File: config.mk
export PLATFORM = sky130hd
export DESIGN_NAME = dns_name_label_encoder_unit
export DESIGN_NICKNAME = d
export VERILOG_FILES = /design/src/sv/dnsle_pkg.sv /design/src/sv/dnsle_ctrl.sv /design/src/sv/dnsle_dp.sv /design/src/sv/dns_name_label_encoder_unit.sv
export SDC_FILE = /design/constraint.sdc
export NUM_CORES = 1
export LEC_CHECK = 0
export ABC_CLOCK_PERIOD_IN_PS = 2800
export BUFFER_PORTS_ARGS = -buffer_cell sky130_fd_sc_hd__buf_2
export CAP_MARGIN = 5
export CORE_ASPECT_RATIO = 1.75
export CORE_UTILIZATION = 57
export DETAILED_ROUTE_END_ITERATION = 10
export PLACE_DENSITY = 0.86
export SYNTH_ARGS = -nofsm -noshare
export SYNTH_HDL_FRONTEND = slang
export SYNTH_SLANG_ARGS = --single-unit
File: constraint.sdc
create_clock -name clk -period 2.8 [get_ports clk]
set_input_delay 0.28 -clock clk [delete_from_list [all_inputs] [get_ports clk]]
set_output_delay 0.28 -clock clk [all_outputs]
set_load 0.02 [all_outputs]
File: src/sv/dnsle_pkg.sv
// package for the dns name label encoder
// holds the label size constants, the dot code and the controller/datapath structs
// no dependencies
package dnsle_pkg;

  localparam int unsigned MAX_LABEL_DEF = 62;
  localparam logic [7:0]  DOT_CHAR      = 8'h2E;
  localparam logic [7:0]  TERM_BYTE     = 8'h00;

  // controller states, one-hot
  typedef enum logic [3:0] {
    ST_IDLE      = 4'b0001,
    ST_SEND_LEN  = 4'b0010,
    ST_SEND_DATA = 4'b0100,
    ST_SEND_TERM = 4'b1000
  } state_t;

  // commands from controller to datapath
  typedef struct packed {
    logic take_char;   // store an ordinary character
    logic start_run;   // latch the kind of run (dot or end of name)
    logic send_len;    // load the length byte into the output register
    logic send_data;   // load the next label byte into the output register
    logic send_term;   // load the zero terminator
  } cmd_t;

  // status from datapath to controller
  typedef struct packed {
    logic in_is_end;   // presented item ends the name
    logic in_is_dot;   // presented item is a dot
    logic len_zero;    // open label is empty
    logic data_last;   // output register takes the final label byte now
    logic run_is_end;  // current run was started by an end of name
    logic out_free;    // output register can take a byte this cycle
  } sts_t;

endpackage

File: src/sv/dnsle_ctrl.sv
// controller state machine of the dns name label encoder
// sequences length, label bytes and terminator; uses dnsle_pkg
module dnsle_ctrl (
  input  logic           clk,
  input  logic           rst_n,
  input  logic           in_valid,
  output logic           in_ready,
  input  dnsle_pkg::sts_t sts,
  output dnsle_pkg::cmd_t cmd
);
  import dnsle_pkg::*;

  state_t state_r, state_nxt;
  logic   accept;

  assign in_ready = (state_r == ST_IDLE);
  assign accept   = in_valid && in_ready;

  // command decode
  always_comb begin
    cmd           = '0;
    cmd.take_char = accept && !sts.in_is_end && !sts.in_is_dot;
    cmd.start_run = accept && (sts.in_is_end || sts.in_is_dot);
    cmd.send_len  = (state_r == ST_SEND_LEN)  && sts.out_free;
    cmd.send_data = (state_r == ST_SEND_DATA) && sts.out_free;
    cmd.send_term = (state_r == ST_SEND_TERM) && sts.out_free;
  end

  // next state
  always_comb begin
    state_nxt = state_r;
    case (state_r)
      ST_IDLE: begin
        if (accept && sts.in_is_end) begin
          state_nxt = sts.len_zero ? ST_SEND_TERM : ST_SEND_LEN;
        end else if (accept && sts.in_is_dot) begin
          state_nxt = ST_SEND_LEN;
        end
      end
      ST_SEND_LEN: begin
        if (sts.out_free) begin
          if (!sts.len_zero) begin
            state_nxt = ST_SEND_DATA;
          end else begin
            state_nxt = sts.run_is_end ? ST_SEND_TERM : ST_IDLE;
          end
        end
      end
      ST_SEND_DATA: begin
        if (sts.out_free && sts.data_last) begin
          state_nxt = sts.run_is_end ? ST_SEND_TERM : ST_IDLE;
        end
      end
      ST_SEND_TERM: begin
        if (sts.out_free) begin
          state_nxt = ST_IDLE;
        end
      end
      default: begin
        state_nxt = ST_IDLE;
      end
    endcase
  end

  always_ff @(posedge clk) begin
    if (!rst_n) begin
      state_r <= ST_IDLE;
    end else begin
      state_r <= state_nxt;
    end
  end

endmodule

File: src/sv/dnsle_dp.sv
// datapath of the dns name label encoder
// label buffer memory, length and overflow registers, output register; uses dnsle_pkg
module dnsle_dp #(
  parameter int unsigned MAX_LABEL = dnsle_pkg::MAX_LABEL_DEF
) (
  input  logic            clk,
  input  logic            rst_n,
  input  logic [7:0]      in_ch,
  input  logic            in_end_name,
  input  dnsle_pkg::cmd_t cmd,
  output dnsle_pkg::sts_t sts,
  output logic            out_valid,
  input  logic            out_ready,
  output logic [7:0]      out_byte,
  output logic            out_last_of_run,
  output logic            out_truncated
);
  import dnsle_pkg::*;

  localparam int unsigned LEN_W = $clog2(MAX_LABEL + 1);
  localparam int unsigned AW    = (MAX_LABEL > 1) ? $clog2(MAX_LABEL) : 1;
  localparam logic [LEN_W-1:0] MAX_LEN = LEN_W'(MAX_LABEL);
  localparam logic [LEN_W-1:0] ONE     = LEN_W'(1);

  logic [7:0]       mem [MAX_LABEL];
  logic [7:0]       rd_data_r;
  logic [LEN_W-1:0] len_r, ptr_r;
  logic             ovf_r, end_r;
  logic             out_valid_r, out_last_r, out_trunc_r;
  logic [7:0]       out_byte_r;
  logic             clear_label, len_full, any_load;

  assign len_full = (len_r == MAX_LEN);

  // status to the controller
  assign sts.in_is_end  = in_end_name;
  assign sts.in_is_dot  = (in_ch == DOT_CHAR);
  assign sts.len_zero   = (len_r == '0);
  assign sts.data_last  = (ptr_r == len_r);
  assign sts.run_is_end = end_r;
  assign sts.out_free   = !out_valid_r || out_ready;

  // label done: after the last byte of a dot run, or at the terminator
  assign clear_label = (cmd.send_len && sts.len_zero && !end_r) ||
                       (cmd.send_data && sts.data_last && !end_r) ||
                       cmd.send_term;
  assign any_load    = cmd.send_len || cmd.send_data || cmd.send_term;

  // label buffer write and prefetching read
  always_ff @(posedge clk) begin
    if (cmd.take_char && !len_full) begin
      mem[len_r[AW-1:0]] <= in_ch;
    end
    if (cmd.send_len && !sts.len_zero) begin
      rd_data_r <= mem[0];
    end else if (cmd.send_data && !sts.data_last) begin
      rd_data_r <= mem[ptr_r[AW-1:0]];
    end
  end

  // read pointer, one past the byte held in rd_data_r
  always_ff @(posedge clk) begin
    if (cmd.send_len) begin
      ptr_r <= ONE;
    end else if (cmd.send_data && !sts.data_last) begin
      ptr_r <= ptr_r + ONE;
    end
  end

  // length, overflow and run kind
  always_ff @(posedge clk) begin
    if (!rst_n) begin
      len_r <= '0;
      ovf_r <= 1'b0;
      end_r <= 1'b0;
    end else begin
      if (cmd.start_run) begin
        end_r <= in_end_name;
      end
      if (clear_label) begin
        len_r <= '0;
        ovf_r <= 1'b0;
      end else if (cmd.take_char) begin
        if (len_full) begin
          ovf_r <= 1'b1;
        end else begin
          len_r <= len_r + ONE;
        end
      end
    end
  end

  // output register payload
  always_ff @(posedge clk) begin
    if (cmd.send_len) begin
      out_byte_r  <= 8'(len_r);
      out_last_r  <= sts.len_zero && !end_r;
      out_trunc_r <= ovf_r;
    end else if (cmd.send_data) begin
      out_byte_r  <= rd_data_r;
      out_last_r  <= sts.data_last && !end_r;
      out_trunc_r <= ovf_r;
    end else if (cmd.send_term) begin
      out_byte_r  <= TERM_BYTE;
      out_last_r  <= 1'b1;
      out_trunc_r <= ovf_r;
    end
  end

  // output valid
  always_ff @(posedge clk) begin
    if (!rst_n) begin
      out_valid_r <= 1'b0;
    end else if (any_load) begin
      out_valid_r <= 1'b1;
    end else if (out_ready) begin
      out_valid_r <= 1'b0;
    end
  end

  assign out_valid       = out_valid_r;
  assign out_byte        = out_byte_r;
  assign out_last_of_run = out_last_r;
  assign out_truncated   = out_trunc_r;

endmodule

File: src/sv/dns_name_label_encoder_unit.sv
// top level of the dns name label encoder
// joins dnsle_ctrl and dnsle_dp; uses dnsle_pkg
//
// Usage: a host name enters on the in_ channel one character per transfer
// (in_ch), with a final transfer carrying in_end_name = 1. Encoded wire bytes
// leave on the out_ channel: length byte, label bytes, and after the end of
// name a zero terminator. out_last_of_run marks the final byte caused by one
// input transfer; out_truncated flags a label that lost characters past
// MAX_LABEL.
// Throughput: an ordinary character is taken and produces nothing. A dot
// gives len + 1 output bytes at one per cycle while out_ready is high, an
// end of name len + 2 (or 1 for an empty label), paced by the single output
// register; in_ready stays low while a run is sent. The first byte of a run
// enters the output register after a dot or end transfer has moved the
// controller to ST_SEND_LEN, or to ST_SEND_TERM for an empty end label.
// Receiver stall: the output register holds its byte while out_ready is low
// and the sequencer waits. Reset clears the label length, overflow flag,
// controller state and out_valid; the label buffer needs no clearing.
module dns_name_label_encoder_unit #(
  parameter int unsigned MAX_LABEL = dnsle_pkg::MAX_LABEL_DEF
) (
  input  logic       clk,
  input  logic       rst_n,
  input  logic       in_valid,
  output logic       in_ready,
  input  logic [7:0] in_ch,
  input  logic       in_end_name,
  output logic       out_valid,
  input  logic       out_ready,
  output logic [7:0] out_byte,
  output logic       out_last_of_run,
  output logic       out_truncated
);
  import dnsle_pkg::*;

  cmd_t cmd;
  sts_t sts;

  dnsle_ctrl u_ctrl (
    .clk      (clk),
    .rst_n    (rst_n),
    .in_valid (in_valid),
    .in_ready (in_ready),
    .sts      (sts),
    .cmd      (cmd)
  );

  dnsle_dp #(
    .MAX_LABEL (MAX_LABEL)
  ) u_dp (
    .clk             (clk),
    .rst_n           (rst_n),
    .in_ch           (in_ch),
    .in_end_name     (in_end_name),
    .cmd             (cmd),
    .sts             (sts),
    .out_valid       (out_valid),
    .out_ready       (out_ready),
    .out_byte        (out_byte),
    .out_last_of_run (out_last_of_run),
    .out_truncated   (out_truncated)
  );

  // a dot or end of name blocks the input while its run is sent
  a_run_blocks_input: assert property (@(posedge clk) disable iff (!rst_n)
    in_valid && in_ready && (in_end_name || in_ch == DOT_CHAR) |=> !in_ready)
    else $error("input taken while a run is starting");

  // at most one datapath command per cycle
  a_one_cmd: assert property (@(posedge clk) disable iff (!rst_n)
    $onehot0({cmd.take_char, cmd.start_run, cmd.send_len, cmd.send_data, cmd.send_term}))
    else $error("conflicting datapath commands");

  // bytes are loaded only into a free output register
  a_load_when_free: assert property (@(posedge clk) disable iff (!rst_n)
    (cmd.send_len || cmd.send_data || cmd.send_term) |-> sts.out_free)
    else $error("output register overwritten");

endmodule
==> impl_metrics.prom <==
# TYPE chip_impl_metric gauge
chip_impl_metric{name="synth-edff-count",unit=""} 512
chip_impl_metric{name="synth_compound_area_share",unit="%"} 4.14
chip_impl_metric{name="clock_sinks",unit=""} 539
chip_impl_metric{name="finalClockSkew",unit="ns"} 0.0139
chip_impl_metric{name="die-width",unit="um"} 149
chip_impl_info{name="tritoncts",value="yes"} 1
chip_impl_metric{name="net-switching-power",unit="mW"} 4.65
chip_impl_metric{name="synthAdderAreaFrac",unit="%"} 0.232
chip_impl_info{name="cp_slowest_cell",value="or4b_4"} 1
chip_impl_metric{name="die-area",unit="sq um"} 38600
chip_impl_metric{name="cellPowerDensity",unit="nW/um^2"} 739
chip_impl_metric{name="power.static_leakage",unit="nW"} 8.11
chip_impl_metric{name="final_net_count",unit=""} 1321
chip_impl_metric{name="timing.final.crit_period",unit="ns"} 2.80
chip_impl_metric{name="drtAntennaViolNets",unit=""} 0
chip_impl_metric{name="antenna_cells_inserted",unit=""} 0
chip_impl_metric{name="synthDistinctLibCells",unit=""} 63
chip_impl_metric{name="h-tree-depth",unit=""} 2
chip_impl_metric{name="via_count_of_the_first_global_routing_pass",unit=""} 12900
chip_impl_metric{name="detailedRoute.firstPassIterationCount",unit=""} 5
chip_impl_metric{name="instance_count_on_the_critical_path",unit=""} 8
chip_impl_info{name="timing.critical_path.mode_cell",value="buf_4"} 1
chip_impl_metric{name="cap_viol_max_count",unit=""} 0
chip_impl_metric{name="clk_transition_reported_paths",unit="ns"} 0.08
chip_impl_metric{name="clock_insertion_delay_worst_skew",unit="ns"} 0.57
chip_impl_info{name="synth_top_cells_by_area",value="edfxtp_1, mux4_2, mux2i_1"} 1
chip_impl_metric{name="hpwlAfterDp",unit="mm"} 36.6
chip_impl_metric{name="num_rows",unit=""} 93
chip_impl_metric{name="worstPathMaxFanout",unit=""} 8
chip_impl_metric{name="postRouteWirelength",unit="mm"} 60.0
chip_impl_info{name="path_class",value="reg2reg"} 1
chip_impl_info{name="crit_path_start_kind",value="flop"} 1
chip_impl_metric{name="sequentialPowerShare",unit="%"} 48.9
chip_impl_metric{name="layout.filler_cells",unit=""} 2137
chip_impl_metric{name="setup_tns",unit="ns"} 0
chip_impl_metric{name="critPathBufInv",unit=""} 3
chip_impl_metric{name="power_frac_clock",unit="%"} 33.1
chip_impl_metric{name="finalSetupViolations",unit=""} 0
chip_impl_metric{name="synth_simple_gate_area_share",unit="%"} 5.29
chip_impl_metric{name="initial_utilization",unit="%"} 58.3
chip_impl_metric{name="placed_cells",unit=""} 1722
chip_impl_metric{name="route.detailed.vias_per_inst",unit=""} 6.99
chip_impl_metric{name="post-place-ws",unit="ns"} -0.363
chip_impl_metric{name="placeableCoreArea",unit="sq um"} 37000
chip_impl_metric{name="whs",unit="ns"} 0.0566
chip_impl_metric{name="total_grt_usage",unit="%"} 31.2
chip_impl_metric{name="slew_violations",unit=""} 0
chip_impl_metric{name="share_comb_of_total_power",unit="%"} 18.0
chip_impl_metric{name="post_synth.cell_area_avg",unit="sq um"} 18.6
chip_impl_metric{name="required",unit="ns"} 3.00
chip_impl_metric{name="postSynthCellCount",unit=""} 1161
chip_impl_info{name="yosysTopAreaCell",value="edfxtp_1"} 1
chip_impl_metric{name="final-hold-violation-count",unit=""} 0
chip_impl_metric{name="final.period_utilization",unit="%"} 99.9
chip_impl_metric{name="async_s_r_ff_share_synth",unit="%"} 0
chip_impl_metric{name="seq_area_frac_synth",unit="%"} 73.8
chip_impl_metric{name="cp_slowest_stage_delay",unit="ns"} 0.56
chip_impl_metric{name="num_io_pins",unit=""} 25
chip_impl_info{name="synth_top_family_by_area",value="multiplexers"} 1
chip_impl_metric{name="max_transition_margin",unit="%"} 44.7
chip_impl_metric{name="yosys_register_bits",unit=""} 539
chip_impl_metric{name="synthXorXnorAreaFrac",unit="%"} 0.691
chip_impl_metric{name="die_height",unit="um"} 259
chip_impl_metric{name="cts_buffers",unit=""} 43
chip_impl_metric{name="worstHoldPathCells",unit=""} 3
chip_impl_metric{name="r2r_slack",unit="ns"} 0.004
chip_impl_info{name="worst_path_cell_trace",value="or4b_4, a2111oi_4, buf_4, and2_0, nand4_1, buf_4, buf_12, nor2_2"} 1
chip_impl_metric{name="synth_largest_type_area_fraction",unit="%"} 71.3
chip_impl_metric{name="grt_first_pass_wirelength",unit="mm"} 84.6
chip_impl_metric{name="area_growth",unit="%"} 15.5
chip_impl_metric{name="placement.io_buffers",unit=""} 24
chip_impl_metric{name="timing.fmax",unit="MHz"} 358
chip_impl_metric{name="final_core_util",unit="%"} 67.3
chip_impl_info{name="crit_path_end_kind",value="flop"} 1
chip_impl_metric{name="gpl.final_weighted_congestion",unit=""} 0.918
chip_impl_metric{name="worst-endpoint-arrival",unit="ns"} 3.00
chip_impl_info{name="ctsRootBufferMaster",value="clkbuf_16"} 1
chip_impl_metric{name="total_of_warnings_raised_by_yosys",unit=""} 0
chip_impl_metric{name="post_synth_instance_area",unit="sq um"} 21600
chip_impl_metric{name="synthesis.nets",unit=""} 1178
chip_impl_metric{name="finalNonFillerCells",unit=""} 1813
chip_impl_metric{name="grt_remaining_overflow",unit=""} 0
chip_impl_metric{name="post_route_cells_drive_above_1_share",unit="%"} 31.2
chip_impl_metric{name="timing.reg2reg.worst_path_depth",unit=""} 8
chip_impl_info{name="ys.flop_type",value="edfxtp_1"} 1
chip_impl_metric{name="antenna_found_initial",unit=""} 0
chip_impl_metric{name="drcViolationCount",unit=""} 0
chip_impl_metric{name="max-vdd-ir-drop",unit="mV"} 0.489
chip_impl_info{name="worst_hold_path_type",value="in2reg"} 1
chip_impl_metric{name="via_count",unit=""} 12700
chip_impl_metric{name="setup_ws",unit="ns"} 0.00350
chip_impl_info{name="cpLargestDelayFamily",value="simple AND/OR/NAND/NOR gates"} 1
chip_impl_info{name="outcome",value="finished clean"} 1
chip_impl_metric{name="synth.mux.area_fraction",unit="%"} 14.2
chip_impl_metric{name="drtIter0Drc",unit=""} 1708
chip_impl_metric{name="grt_max_degree",unit=""} 63
chip_impl_metric{name="clockBufferDepth",unit=""} 3
chip_impl_metric{name="tightest_slew",unit="ns"} 0.830
chip_impl_metric{name="p_sw_share",unit="%"} 25.3
chip_impl_metric{name="cellInternalPower",unit="mW"} 13.8
chip_impl_metric{name="wl_per_cell",unit="um"} 33.1
chip_impl_info{name="grt_setup_unrepaired",value="true"} 1
## synthesized netlist by cell type (8+ instances only)
cell type,count
edfxtp_1,512
inv_1,11
buf_1,9
buf_2,25
nor3_1,18
a211oi_1,12
dfxtp_1,27
xor2_1,11
nand2_1,28
nor2b_1,16
nor2_1,90
mux4_2,99
o21ai_0,10
nand3_1,18
a2111oi_0,9
mux2_2,24
mux2i_1,56
nand2b_1,8
clkbuf_1,21
a22oi_1,21
a21oi_1,17
## layout by cell type (no fill, tap or decap), types with 9 or more instances in the layout
| cell type | n |
|---|---|
| a211oi_1 | 12 |
| o21ai_0 | 10 |
| mux2i_1 | 56 |
| clkbuf_16 | 45 |
| clkinv_2 | 12 |
| clkinv_1 | 9 |
| nor2_1 | 44 |
| buf_6 | 15 |
| nor3_1 | 16 |
| buf_4 | 107 |
| nor2_4 | 19 |
| buf_2 | 24 |
| dfxtp_1 | 23 |
| buf_12 | 14 |
| mux4_2 | 99 |
| a22oi_1 | 21 |
| inv_1 | 11 |
| edfxtp_1 | 512 |
| xor2_1 | 11 |
| nor2b_1 | 16 |
| mux2_2 | 24 |
| a21oi_1 | 17 |
| nor2_2 | 27 |
| nand3_1 | 18 |
| nand2_1 | 28 |
## per-stage QoR
stage | instance area (sq um) | power [mW]
6_report | 24900 | 18.4
5_1_grt | 24900 | 18.8
3_3_place_gp | 23100 | 12.1
2_1_floorplan | 21600 | 11.1
3_5_place_dp | 23100 | 12.2
4_1_cts | 24600 | 18.2
## registers in the layout (all words and copies together), names as in the netlist, named ones only
signal                cells
u_ctrl.state_r            4
u_dp.end_r                1
u_dp.len_r                6
u_dp.mem                496
u_dp.out_byte             8
u_dp.out_last_of_run      1
u_dp.out_truncated        1
u_dp.out_valid            1
u_dp.ovf_r                1
u_dp.ptr_r                6
u_dp.rd_data_r            8
## cells by family after synthesis
| family | Yosys count |
|---|---|
| muxes | 179 |
| buffers and inverters | 75 |
| adders and majority gates | 4 |
| xor gates and xnor gates | 17 |
| and+or+nand+nor | 226 |
| DFF | 539 |
| AOI/OAI and AO/OA | 121 |
## power by group through the flow
stage | Combinational (mW) | Clock (mW) | Sequential (mW)
final | 3.31 | 6.09 | 9.01
after global placement | 2.87 | 0 | 9.23
after global routing | 3.43 | 6.33 | 9.01
after floorplan | 1.98 | 0 | 9.17
after detailed placement | 2.98 | 0 | 9.24
after CTS | 3.19 | 6.05 | 9.01
## worst reg2reg max path, stage by stage, from the launching register on
cell and delay (ns):
dfxtp_1 0.32, or4b_4 0.56, a2111oi_4 0.19, buf_4 0.19, and2_0 0.25, nand4_1 0.15, buf_4 0.23, buf_12 0.15
nor2_2 0.39
## layout make-up
cell class	instances	area [sq um]	share of cell area, %
timing repair buffer	162	1420	5.68
inverter	11	41.3	0.166
clock inverter	27	229	0.920
sequential	539	15900	64.0
multi-input combinational	547	5540	22.3
tap	475	594	2.39
clock buffer	52	1150	4.63
## timing repair
action                                  CTS  global route
resized for setup                        36            62
pin swaps                                 0             1
endpoints found under the setup margin  459           434
setup buffers                             5             7
hold buffers                              0             0
## path summary, 6_finish.rpt
kind                                   startpoint                  to
worst max-delay path            u_ctrl.state_r[1]     u_dp.mem[54][2]
worst min-delay path                     in_valid          u_dp.end_r
worst max register to register  u_ctrl.state_r[1]     u_dp.mem[54][2]
worst min register to register         u_dp.ovf_r  u_dp.out_truncated
## per-layer routing
layer	global-route usage [%]	up-vias	part of all wire (%)
li1	-	4980	-
met2	54.4	1029	52
met1	34.2	6365	30
met3	5.83	307	9.2
met5	0	-	0
met4	21.3	0	8.1
Note: power is estimated with default switching activity, not from simulation.
